[src/hw/rtl/assert_macros.svh]
// Assertion helpers for the RTL (included by prrq_seq).
`ifndef ASSERT_MACROS_SVH
`define ASSERT_MACROS_SVH
`ifndef ASSERT_OFF
// Property must hold at every rising clock edge outside reset.
`define ASSERT_CLK(lbl, clk, rst_n, prop) \
  lbl: assert property (@(posedge clk) disable iff (!rst_n) prop) \
    else $error("assertion failed");
// Condition must never be seen outside reset.
`define ASSERT_NEVER(lbl, clk, rst_n, cond) \
  lbl: assert property (@(posedge clk) disable iff (!rst_n) !(cond)) \
    else $error("forbidden condition seen");
`else
`define ASSERT_CLK(lbl, clk, rst_n, prop)
`define ASSERT_NEVER(lbl, clk, rst_n, cond)
`endif
`endif

[src/hw/rtl/prrq_pkg.sv]
`default_nettype none
package prrq_pkg;

  localparam int NUM_ENTRIES = 64;
  localparam int NUM_LEVELS  = 4;

  // field widths of the channel beats
  localparam int ID_W    = 6;
  localparam int LEVEL_W = 2;

  // internal index widths
  localparam int ENT_W = $clog2(NUM_ENTRIES);
  localparam int LVL_W = $clog2(NUM_LEVELS);

  localparam logic CMD_FIRE = 1'b0;
  localparam logic CMD_TAKE = 1'b1;

  typedef struct packed {
    logic               served_valid;
    logic [ID_W-1:0]    served_id;
    logic [LEVEL_W-1:0] served_level;
    logic               fire_ignored;
    logic [LEVEL_W-1:0] level_now;
  } res_t;

  typedef struct packed {
    logic             we;
    logic [ENT_W-1:0] addr;
    logic [ENT_W-1:0] data;
  } link_wr_t;

endpackage
`default_nettype wire

[src/hw/rtl/priority_round_robin_ready_queue_top.sv]
`default_nettype none
// Multilevel priority FIFO ready queue.
// Input channel (in_valid/in_ready): one beat is a command. in_cmd = fire
// appends in_entry_id to the FIFO of in_level; in_cmd = take serves the
// oldest entry of the highest non-empty level at or below the active level.
// Output channel (out_valid/out_ready): exactly one result beat per command,
// in command order (served id/level, fire dropped flag, active level).
// Fire goes from decode to done when dropped or its level is empty, else
// through link and tail states to append to a non-empty ring. Take scans
// down past empty levels (at most NUM_LEVELS-1) to done if none is left,
// else to a head state and, unless the ring holds one entry, a next state.
// One command at a time; in_ready rises at the same edge as out_valid. The
// steps follow from the link RAM (one registered read and one write per
// cycle) and the one-level-per-cycle step down of the active level.
// A finished result waits in the output register while the next command is
// taken; if that one finishes while out_ready is still low, the sequencer
// holds in its done state and in_ready stays low.
// Reset (rst_n low, synchronous) empties all levels and sets level 0; the
// link RAM is not cleared; its read data is only used for entries that are queued.
module priority_round_robin_ready_queue_top (
  input  wire logic                         clk,
  input  wire logic                         rst_n,
  input  wire logic                         in_valid,
  output logic                              in_ready,
  input  wire logic                         in_cmd,
  input  wire logic [prrq_pkg::ID_W-1:0]    in_entry_id,
  input  wire logic [prrq_pkg::LEVEL_W-1:0] in_level,
  output logic                              out_valid,
  input  wire logic                         out_ready,
  output logic                              out_served_valid,
  output logic      [prrq_pkg::ID_W-1:0]    out_served_id,
  output logic      [prrq_pkg::LEVEL_W-1:0] out_served_level,
  output logic                              out_fire_ignored,
  output logic      [prrq_pkg::LEVEL_W-1:0] out_level_now
);

  logic                         seq_idle;
  logic                         seq_done;
  prrq_pkg::res_t               seq_res;
  logic [prrq_pkg::ENT_W-1:0]   ram_raddr;
  logic [prrq_pkg::ENT_W-1:0]   ram_rdata;
  prrq_pkg::link_wr_t           ram_wr;

  logic           out_valid_r, out_valid_nxt;
  prrq_pkg::res_t out_res_r, out_res_nxt;
  logic           slot_free;
  logic           load;

  // output slot frees when empty or drained this cycle
  assign slot_free = !out_valid_r || out_ready;
  assign load      = seq_done && slot_free;
  assign in_ready  = seq_idle;

  prrq_link_ram #(
    .DEPTH (prrq_pkg::NUM_ENTRIES),
    .WIDTH (prrq_pkg::ENT_W)
  ) u_link_ram (
    .clk   (clk),
    .we    (ram_wr.we),
    .waddr (ram_wr.addr),
    .wdata (ram_wr.data),
    .raddr (ram_raddr),
    .rdata (ram_rdata)
  );

  prrq_seq u_seq (
    .clk       (clk),
    .rst_n     (rst_n),
    .start     (in_valid && in_ready),
    .cmd_in    (in_cmd),
    .id_in     (in_entry_id),
    .level_in  (in_level),
    .slot_free (slot_free),
    .idle      (seq_idle),
    .done      (seq_done),
    .res       (seq_res),
    .ram_raddr (ram_raddr),
    .ram_rdata (ram_rdata),
    .ram_wr    (ram_wr)
  );

  always_comb begin
    out_valid_nxt = out_valid_r;
    out_res_nxt   = out_res_r;
    if (load) begin
      out_valid_nxt = 1'b1;
      out_res_nxt   = seq_res;
    end else if (out_ready) begin
      out_valid_nxt = 1'b0;
    end
  end

  always_ff @(posedge clk) begin
    if (!rst_n) begin
      out_valid_r <= 1'b0;
    end else begin
      out_valid_r <= out_valid_nxt;
    end
  end

  always_ff @(posedge clk) begin
    out_res_r <= out_res_nxt;
  end

  assign out_valid        = out_valid_r;
  assign out_served_valid = out_res_r.served_valid;
  assign out_served_id    = out_res_r.served_id;
  assign out_served_level = out_res_r.served_level;
  assign out_fire_ignored = out_res_r.fire_ignored;
  assign out_level_now    = out_res_r.level_now;

endmodule
`default_nettype wire

[src/hw/rtl/prrq_link_ram.sv]
`default_nettype none
module prrq_link_ram #(
  parameter int DEPTH = 64,
  parameter int WIDTH = 6
) (
  input  wire logic                     clk,
  input  wire logic                     we,
  input  wire logic [$clog2(DEPTH)-1:0] waddr,
  input  wire logic [WIDTH-1:0]         wdata,
  input  wire logic [$clog2(DEPTH)-1:0] raddr,
  output logic      [WIDTH-1:0]         rdata
);

  logic [WIDTH-1:0] mem [DEPTH];

  always_ff @(posedge clk) begin
    if (we) begin
      mem[waddr] <= wdata;
    end
    rdata <= mem[raddr];
  end

endmodule
`default_nettype wire

[src/hw/rtl/prrq_seq.sv]
`default_nettype none
`include "assert_macros.svh"
module prrq_seq (
  input  wire logic                         clk,
  input  wire logic                         rst_n,
  input  wire logic                         start,
  input  wire logic                         cmd_in,
  input  wire logic [prrq_pkg::ID_W-1:0]    id_in,
  input  wire logic [prrq_pkg::LEVEL_W-1:0] level_in,
  input  wire logic                         slot_free,
  output logic                              idle,
  output logic                              done,
  output prrq_pkg::res_t                    res,
  output logic      [prrq_pkg::ENT_W-1:0]   ram_raddr,
  input  wire logic [prrq_pkg::ENT_W-1:0]   ram_rdata,
  output prrq_pkg::link_wr_t                ram_wr
);

  localparam logic [2:0] S_IDLE   = 3'd0;
  localparam logic [2:0] S_DECODE = 3'd1;
  localparam logic [2:0] S_F_LINK = 3'd2;
  localparam logic [2:0] S_F_TAIL = 3'd3;
  localparam logic [2:0] S_T_SCAN = 3'd4;
  localparam logic [2:0] S_T_HEAD = 3'd5;
  localparam logic [2:0] S_T_NEXT = 3'd6;
  localparam logic [2:0] S_DONE   = 3'd7;

  logic [2:0] state_r, state_nxt;
  logic [prrq_pkg::LVL_W-1:0] active_r, active_nxt;
  logic [prrq_pkg::NUM_LEVELS-1:0] nonempty_r, nonempty_nxt;
  logic [prrq_pkg::NUM_ENTRIES-1:0] queued_r, queued_nxt;
  logic [prrq_pkg::ENT_W-1:0] tail_r [prrq_pkg::NUM_LEVELS];
  logic [prrq_pkg::ENT_W-1:0] tail_nxt [prrq_pkg::NUM_LEVELS];
  logic cmd_r, cmd_nxt;
  logic [prrq_pkg::ID_W-1:0] id_r, id_nxt;
  logic [prrq_pkg::LEVEL_W-1:0] lvl_r, lvl_nxt;
  logic [prrq_pkg::ENT_W-1:0] t_r, t_nxt;
  logic [prrq_pkg::ENT_W-1:0] h_r, h_nxt;
  prrq_pkg::res_t res_r, res_nxt;

  logic [prrq_pkg::ENT_W-1:0] e_idx;
  logic [prrq_pkg::LVL_W-1:0] lvl_p;
  logic [prrq_pkg::LVL_W-1:0] tail_idx;
  logic [prrq_pkg::ENT_W-1:0] tail_q;
  logic                       ne_q;
  logic                       fire_ign;

  assign e_idx    = prrq_pkg::ENT_W'(id_r);
  assign lvl_p    = prrq_pkg::LVL_W'(lvl_r);
  // one tail/nonempty read port: fire looks at its level, take at the active one
  assign tail_idx = (cmd_r == prrq_pkg::CMD_TAKE) ? active_r : lvl_p;
  assign tail_q   = tail_r[tail_idx];
  assign ne_q     = nonempty_r[tail_idx];
  assign fire_ign = (lvl_r == '0) || (32'(lvl_r) >= prrq_pkg::NUM_LEVELS) ||
                    (32'(id_r) >= prrq_pkg::NUM_ENTRIES) || queued_r[e_idx];

  always_comb begin
    state_nxt    = state_r;
    active_nxt   = active_r;
    nonempty_nxt = nonempty_r;
    queued_nxt   = queued_r;
    tail_nxt     = tail_r;
    cmd_nxt      = cmd_r;
    id_nxt       = id_r;
    lvl_nxt      = lvl_r;
    t_nxt        = t_r;
    h_nxt        = h_r;
    res_nxt      = res_r;
    ram_raddr    = tail_q;
    ram_wr       = '0;
    case (state_r)
      S_IDLE: begin
        if (start) begin
          cmd_nxt   = cmd_in;
          id_nxt    = id_in;
          lvl_nxt   = level_in;
          state_nxt = S_DECODE;
        end
      end
      S_DECODE: begin
        res_nxt = '0;
        if (cmd_r == prrq_pkg::CMD_FIRE) begin
          res_nxt.fire_ignored = fire_ign;
          if (fire_ign) begin
            state_nxt = S_DONE;
          end else if (ne_q) begin
            // append behind the current tail: fetch its link first
            t_nxt     = tail_q;
            state_nxt = S_F_LINK;
          end else begin
            ram_wr              = '{we: 1'b1, addr: e_idx, data: e_idx};
            tail_nxt[lvl_p]     = e_idx;
            nonempty_nxt[lvl_p] = 1'b1;
            queued_nxt[e_idx]   = 1'b1;
            if (lvl_p > active_r) begin
              active_nxt = lvl_p;
            end
            state_nxt = S_DONE;
          end
        end else begin
          if (32'(active_r) >= prrq_pkg::NUM_LEVELS) begin
            active_nxt = prrq_pkg::LVL_W'(prrq_pkg::NUM_LEVELS - 1);
          end
          state_nxt = S_T_SCAN;
        end
      end
      S_F_LINK: begin
        ram_wr    = '{we: 1'b1, addr: e_idx, data: ram_rdata};
        state_nxt = S_F_TAIL;
      end
      S_F_TAIL: begin
        ram_wr            = '{we: 1'b1, addr: t_r, data: e_idx};
        tail_nxt[lvl_p]   = e_idx;
        queued_nxt[e_idx] = 1'b1;
        if (lvl_p > active_r) begin
          active_nxt = lvl_p;
        end
        state_nxt = S_DONE;
      end
      S_T_SCAN: begin
        // one level per cycle through the active-level decrement
        if (active_r != '0 && !ne_q) begin
          active_nxt = active_r - 1'b1;
        end else if (active_r == '0) begin
          state_nxt = S_DONE;
        end else begin
          t_nxt     = tail_q;
          state_nxt = S_T_HEAD;
        end
      end
      S_T_HEAD: begin
        h_nxt     = ram_rdata;
        ram_raddr = ram_rdata;
        if (ram_rdata == t_r) begin
          nonempty_nxt[active_r] = 1'b0;
          queued_nxt[ram_rdata]  = 1'b0;
          res_nxt.served_valid   = 1'b1;
          res_nxt.served_id      = prrq_pkg::ID_W'(ram_rdata);
          res_nxt.served_level   = prrq_pkg::LEVEL_W'(active_r);
          state_nxt              = S_DONE;
        end else begin
          state_nxt = S_T_NEXT;
        end
      end
      S_T_NEXT: begin
        ram_wr               = '{we: 1'b1, addr: t_r, data: ram_rdata};
        queued_nxt[h_r]      = 1'b0;
        res_nxt.served_valid = 1'b1;
        res_nxt.served_id    = prrq_pkg::ID_W'(h_r);
        res_nxt.served_level = prrq_pkg::LEVEL_W'(active_r);
        state_nxt            = S_DONE;
      end
      S_DONE: begin
        if (slot_free) begin
          state_nxt = S_IDLE;
        end
      end
      default: begin
        state_nxt = S_IDLE;
      end
    endcase
  end

  always_ff @(posedge clk) begin
    if (!rst_n) begin
      state_r    <= S_IDLE;
      active_r   <= '0;
      nonempty_r <= '0;
      queued_r   <= '0;
    end else begin
      state_r    <= state_nxt;
      active_r   <= active_nxt;
      nonempty_r <= nonempty_nxt;
      queued_r   <= queued_nxt;
    end
  end

  always_ff @(posedge clk) begin
    tail_r <= tail_nxt;
    cmd_r  <= cmd_nxt;
    id_r   <= id_nxt;
    lvl_r  <= lvl_nxt;
    t_r    <= t_nxt;
    h_r    <= h_nxt;
    res_r  <= res_nxt;
  end

  assign idle = (state_r == S_IDLE);
  assign done = (state_r == S_DONE);

  always_comb begin
    res           = res_r;
    res.level_now = prrq_pkg::LEVEL_W'(active_r);
  end

  `ASSERT_CLK(a_scan_steps_down, clk, rst_n,
    (state_r == S_T_SCAN && active_r != '0 && !ne_q) |=>
      (active_r == $past(active_r) - 1'b1))
  `ASSERT_CLK(a_head_is_queued, clk, rst_n,
    (state_r == S_T_HEAD) |-> queued_r[ram_rdata])
  `ASSERT_CLK(a_append_marks, clk, rst_n,
    (state_r == S_F_TAIL) |=> (queued_r[$past(e_idx)] && nonempty_r[$past(lvl_p)]))
  `ASSERT_NEVER(a_level0_empty, clk, rst_n, nonempty_r[0])

endmodule
`default_nettype wire
[config.mk]
export PLATFORM = sky130hd
export DESIGN_NAME = priority_round_robin_ready_queue_top
export DESIGN_NICKNAME = d
export VERILOG_FILES = /design/src/hw/rtl/prrq_pkg.sv /design/src/hw/rtl/priority_round_robin_ready_queue_top.sv /design/src/hw/rtl/prrq_link_ram.sv /design/src/hw/rtl/prrq_seq.sv
export VERILOG_INCLUDE_DIRS = /design/src /design/src/hw/rtl
export SDC_FILE = /design/constraint.sdc
export NUM_CORES = 1
export LEC_CHECK = 0
export ABC_AREA = 1
export ABC_CLOCK_PERIOD_IN_PS = 4500
export CAP_MARGIN = 20
export CORE_UTILIZATION = 55
export CTS_CLUSTER_DIAMETER = 60
export DETAILED_ROUTE_END_ITERATION = 16
export DONT_BUFFER_PORTS = 1
export MAX_ROUTING_LAYER = met4
export PLACE_DENSITY = 0.76
export SETUP_SLACK_MARGIN = 0.2
export SYNTH_ARGS = -nofsm -noshare
export SYNTH_HDL_FRONTEND = slang
export SYNTH_SLANG_ARGS = --single-unit
[constraint.sdc]
create_clock -name clk -period 4.5 [get_ports clk]
set_input_delay 0 -clock clk [delete_from_list [all_inputs] [get_ports clk]]
set_output_delay 0 -clock clk [all_outputs]
set_load 0.02 [all_outputs]
### After elaboration in Yosys (flattened, before gate mapping)

Memories as Yosys holds them, arrays and structs flattened. A register that Yosys moved wholly into a read port is not among the register bits.
Cells that the tools add are included.

* flip-flop bits (word level): 141
* memories: 1
* memory bits (writable): 384

Memory list
* u_link_ram.mem: depth 64, bits a word 6, rd ports 1, clocked after Yosys merged registers in 1, wr ports 1, line prrq_link_ram.sv:14 `logic [WIDTH-1:0] mem [DEPTH];`

* bitwise gates (word level): 10
* equal/unequal tests: 18
* reductions and logical operators: 33
* $add $sub $neg: 1
* muxes and demuxes: 67
* order comparisons: 15

Operator list (number)
* 64-bit two-way mux: 4
* 64-bit case mux with 4 select lines: 1
* 64-bit AND: 2
* 64-bit NOT: 2
* 24-bit two-way mux: 3
* 64-bit OR: 1
* 6-bit two-way mux: 9
* 13-bit case mux with 4 select lines: 1
* 24-bit case mux with 2 select lines: 1
* 13-bit two-way mux: 3
* 9-bit case mux with 3 select lines: 1
* 24-bit bitwise mux: 1
* 6-bit by 7-bit less-than comparator with 1-bit output, second input constant: 3
* 3-bit case mux with 7 select lines: 1
* 1-bit demux with 6-bit select: 3
* 6-bit by 1-bit greater-or-equal comparator with 1-bit output, second input constant: 3
* 3-bit two-way mux: 6
* 4-bit two-way mux: 4
* 5-bit AND reduction: 3
* 2-bit two-way mux: 7
* 6-bit binary-select mux with 2-bit select: 1
* 6-bit demux with 2-bit select: 1
* 3-bit equality test, second input constant: 4
* 1-bit two-way mux: 12
* 35 further kinds: 67

### Depth between registers and ports, before layout

* depth after elaboration: 10
* mapped depth: 20
* mapped depth without buffers: 18

### Modules after synthesis

A second synthesis with hierarchy kept.

* cells, all modules: 2583
* area total of the unflattened synthesis: 24364.6 µm²

Modules (own cells, without submodules)
* prrq_link_ram: sequential area each 11651.2 µm², cells an instance 1376, times used 1, area an instance 15930.3 µm²
* prrq_seq: sequential area each 3113.0 µm², cells an instance 1186, times used 1, area an instance 8015.2 µm²
* priority_round_robin_ready_queue_top: sequential area each 380.4 µm², cells an instance 21, times used 1, area an instance 419.2 µm²

### Worst setup path before layout

Ideal clock, no wire load.

* kind: reg2reg
* from: register u_seq.id_r (netlist bit u_seq.e_idx[1])
* to: memory u_link_ram.mem[0][1], data pin
* data arrival time: 3.497 ns
* cell stages (with the launch flop): 14
* slack: 0.450 ns
* period minus slack after synthesis: 4.050 ns
* setup time: 0.553 ns
* path through: edfxtp_1 > buf_4 > inv_2 > nor2_2 > buf_6 > nand3_1 > nand2_1 > o21ai_1 > nand2_1 > nor2_2 > nand3_1 > nand2_2 > nand2_2 > o22ai_1

RTL lines
* start: declaration: line prrq_seq.sv:35 `logic [prrq_pkg::ID_W-1:0] id_r, id_nxt;`
* start signal: assignment: line prrq_seq.sv:181 `id_r <= id_nxt;`
* end: declaration: line prrq_link_ram.sv:14

### Worst setup path after layout

* from: register u_seq.id_r (netlist bit u_seq.e_idx[1])
* to: memory u_link_ram.mem[37][5], enable pin

* longest elaborated chain between the ends: 8
* elaborated cells on any way between the ends: 9

RTL lines
* 1-bit binary-select mux with 6-bit select: line prrq_seq.sv:55 `(32'(id_r) >= prrq_pkg::NUM_ENTRIES) || queued_r[e_idx];`
* 1-bit two-way mux (not written as such): line prrq_seq.sv:55
* 1-bit logical OR: line prrq_seq.sv:55
* 13-bit two-way mux: line prrq_seq.sv:84 `if (fire_ign) begin`
* 13-bit two-way mux: line prrq_seq.sv:82 `if (cmd_r == prrq_pkg::CMD_FIRE) begin`
* 13-bit case mux with 4 select lines *: line prrq_seq.sv:71 `case (state_r)`
* 1-bit two-way mux: line prrq_link_ram.sv:17 `if (we) begin`
* 1-bit two-way mux (not written as such): line prrq_link_ram.sv:18 `mem[waddr] <= wdata;`

Mark *: on every way between the ends. The rest lies on a longest branch, timed or not. The select of a mux whose other input is x is not followed.

==> impl_metrics.env <==
export IMPL_outcome="complete, no violations"
export IMPL_yosysTopAreaCellShare=0.537
export IMPL_grt_use_total=0.294
export IMPL_intPower_mw=10.7
export IMPL_worstReg2RegStart="u_seq.e_idx[1]"
export IMPL_cts_resized=0
export IMPL_fin_skew_ns=0.0486
export IMPL_cp_arrival_ns=4.13
export IMPL_cts_setup_buffers=0
export IMPL_synth_xor_area_share=0.00104
export IMPL_min_path_cells=1
export IMPL_cts_sinks=531
export IMPL_dpl_hpwl_um=41000
export IMPL_synth_top_family_by_area="simple AND/OR/NAND/NOR gates"
export IMPL_synth_area_um2=25200
export IMPL_period_share=0.866
export IMPL_ir_worst_vdd_mv=0.692
export IMPL_setup_violations_final=0
export IMPL_synth_compound_area_frac=0.0757
export IMPL_slowest_stage="edfxtp_1"
export IMPL_wirelength_um=66900
export IMPL_cp_start_kind="register"
export IMPL_maxCapViolCount=0
export IMPL_hp_class="in -> reg"
export IMPL_core_region_area_um2=45300
export IMPL_row_count=78
export IMPL_overflow=0
export IMPL_synth_area_leaders="edfxtp_1 54%, nand2_1 11%, nand3_1 7.1%"
export IMPL_critical_path_max_fanout=13
export IMPL_p_sw_mw=7.68
export IMPL_async_flop_share=0
export IMPL_leakage_nw=11.0
export IMPL_tns_ns=0
export IMPL_synthAdderAreaFrac=0.00298
export IMPL_path_clk_slew_ns=0.06
export IMPL_first_pass_iters=6
export IMPL_die_width_um=216
export IMPL_slowest_delay_ns=0.73
export IMPL_synth_largest_area_cell="edfxtp_1"
export IMPL_clkLatencyLatePin_ns=0.63
export IMPL_grt_max_degree=99
export IMPL_path_class="reg -> reg"
export IMPL_seq_power_share=0.366
export IMPL_dieArea_um2=46700
export IMPL_fill_cells=3586
export IMPL_grt_first_pass_wirelength_um=103000
export IMPL_ys_types=42
export IMPL_fin_crit_ns=3.90
export IMPL_cp_required_ns=4.73
export IMPL_worst_pin_slew_ns=1.05
export IMPL_synth_ff_type="edfxtp_1"
export IMPL_crit_family="simple AND/OR/NAND/NOR gates"
export IMPL_avgSynthCellArea_um2=9.23
export IMPL_synth_edf_count=451
export IMPL_p_clk_frac=0.247
export IMPL_cp_common_cell="nor2_1"
export IMPL_cp_buffers_inverters=2
export IMPL_p_comb_frac=0.387
export IMPL_yosysMostFrequentCell="nand2_1"
export IMPL_synthMuxAreaShare=0
export IMPL_synth_seq_area_share=0.600
export IMPL_initial_core_util=0.557
export IMPL_syn_nets=2754
export IMPL_drv_slew=0
export IMPL_antenna_found_initial=0
export IMPL_synthCells=2735
export IMPL_cts_tree="done"
export IMPL_vias_per_cell=5.89
export IMPL_port_buffers=0
export IMPL_r2r_slack_ns=0.60
export IMPL_drt_iter0_markers=3009
export IMPL_root_buffer="clkbuf_16"
export IMPL_fin_nets=2725
export IMPL_drc=0
export IMPL_grt_pass1_vias=18488
export IMPL_synth_warnings=0
export IMPL_htree_levels=2
export IMPL_power_density_nw_per_um2=664
export IMPL_finalPower_mw=18.4
export IMPL_syn_to_final_growth_pct=9.61
export IMPL_max_freq_mhz=256
export IMPL_relSlewSlack=0.299
export IMPL_layout_drive_gt1_share=0.0734
export IMPL_n_antenna_cell=0
export IMPL_whs_endpoint="u_seq.cmd_r"
export IMPL_ys_ff_latch=531
export IMPL_rsz0062_at_grt="no"
export IMPL_ant_nets=0
export IMPL_ios=27
export IMPL_postCtsHoldBufs=18
export IMPL_reg2regPathDepth=14
export IMPL_wl_per_cell_um=20.0
export IMPL_endpoint_kind="register"
export IMPL_die_y_um=216
export IMPL_hold_violations=0
export IMPL_synth_simple_area_share=0.231
export IMPL_worstPathCellList="inv_2 -> nor2_2 -> o211ai_1 -> nand2_1 -> nor2_1 -> nor2_1 -> nor2_2 -> nand4_4 -> nand2_4 -> nand2_1 -> nand2_2 -> inv_2 -> nand3_2 -> nor2_1"
export IMPL_gp_congestion=0.965
export IMPL_vias=19728
export IMPL_whs_ns=0.0161
export IMPL_max_clock_path_buffers=3
export IMPL_swShare=0.418
export IMPL_reg2reg_to="u_link_ram.mem[37][5]"
export IMPL_cts_buffers=54
export IMPL_synthTopCellsByCount="730 x nand2_1, 451 x edfxtp_1, 397 x inv_1"
export IMPL_min_from="in_cmd"
## power by group through the flow
stage	Combinational, mW	Clock [mW]	Sequential (mW)
floorplan	4.87	0	6.72
global placement	6.74	0	6.79
detailed placement	6.83	0	6.80
CTS	6.91	4.57	6.71
global route	7.66	4.76	6.77
finish	7.10	4.54	6.73
## registers in the layout, indices dropped and copies added, names as in the netlist
register,count
u_seq.queued_r,64
u_seq.h_r,6
u_seq.active_r,2
out_valid,1
u_seq.res,10
u_seq.nonempty_r,4
u_link_ram.mem,384
u_seq.state_r,3
u_seq.e_idx,6
out_served_level,2
out_served_id,6
u_link_ram.rdata,6
out_level_now,2
out_fire_ignored,1
u_seq.tail_r,24
u_seq.cmd_r,1
u_seq.t_r,6
u_seq.lvl_p,2
out_served_valid,1
## layout make-up
type / instances / area, um^2 / share of cell area
inverters: 415 / 1560 / 0.0564
clock inverters: 43 / 425 / 0.0154
well taps: 600 / 751 / 0.0271
repair buffers: 41 / 420 / 0.0152
multi-input cells: 1663 / 7960 / 0.288
flip-flops and latches: 531 / 15100 / 0.548
clock buffers: 59 / 1390 / 0.0503
## logic make-up after synthesis
family,count (synthesis)
AND/OR/NAND/NOR,1344
buffers and inverters,541
flip-flops,531
AO/OA/AOI/OAI,310
adder cells (fa/ha/maj),6
XOR/XNOR,3
## cell usage in the layout (no fill, tap or decap), types with 4 or more instances in the layout
| cell type | Yosys | layout |
|---|---|---|
| nor2_2 | 10 | 10 |
| ha_1 | 6 | 6 |
| a21oi_1 | 52 | 52 |
| buf_12 | 0 | 4 |
| nor2_1 | 151 | 151 |
| inv_2 | 16 | 16 |
| o21ai_0 | 111 | 111 |
| o22ai_4 | 0 | 6 |
| nand3_2 | 10 | 10 |
| nand2_4 | 6 | 9 |
| clkinv_2 | 0 | 13 |
| bufinv_16 | 0 | 5 |
| dfxtp_1 | 80 | 80 |
| nand2_2 | 14 | 13 |
| o221ai_1 | 38 | 38 |
| clkbuf_1 | 40 | 4 |
| nand2_1 | 730 | 728 |
| o21ai_1 | 12 | 11 |
| buf_4 | 25 | 19 |
| nand4_1 | 20 | 20 |
| a31oi_1 | 32 | 32 |
| clkbuf_16 | 0 | 55 |
| nor3_1 | 39 | 39 |
| o211ai_1 | 16 | 16 |
| inv_1 | 397 | 397 |
| nor2_4 | 4 | 4 |
| o22ai_1 | 30 | 24 |
| edfxtp_1 | 451 | 451 |
| dlygate4sd3_1 | 0 | 17 |
| clkinvlp_4 | 0 | 11 |
| clkinv_1 | 1 | 7 |
| nand3_1 | 356 | 356 |
| o21ai_2 | 5 | 4 |
## worst max path at each step
stage / startpoint / endpoint / slack [ns] / cells past startpoint
3_5_place_dp: u_seq.e_idx[1] / u_link_ram.mem[4][4] / 0.66 / 12
3_3_place_gp: u_seq.e_idx[1] / u_link_ram.mem[4][0] / 0.81 / 12
2_1_floorplan: u_seq.e_idx[1] / u_link_ram.mem[0][1] / 0.45 / 13
4_1_cts: u_seq.e_idx[1] / u_link_ram.mem[36][3] / 0.64 / 12
5_1_grt: u_seq.e_idx[1] / u_link_ram.mem[36][3] / 0.40 / 12
6_report: u_seq.e_idx[1] / u_link_ram.mem[37][5] / 0.60 / 14
## per-layer routing
| layer | track usage | share of wire | wire length [um] |
|---|---|---|---|
| met5 | - | 0 | 0 |
| met4 | 0.107 | 0.036 | 2430 |
| met3 | 0.0633 | 0.11 | 7390 |
| met2 | 0.444 | 0.45 | 30200 |
| met1 | 0.391 | 0.40 | 26900 |
## metrics by stage
step | worst slack, ns | area (um^2) | util | instances
final | 0.601 | 27700 | 0.611 | 3352
after global routing | 0.396 | 27700 | 0.611 | 3352
after CTS | 0.643 | 27700 | 0.611 | 3352
after detailed placement | 0.661 | 25600 | 0.566 | 3232
after global placement | 0.806 | 25600 | 0.566 | 3232
after floorplan | 0.450 | 25200 | - | 2735
(Power assumes the default switching activity.)
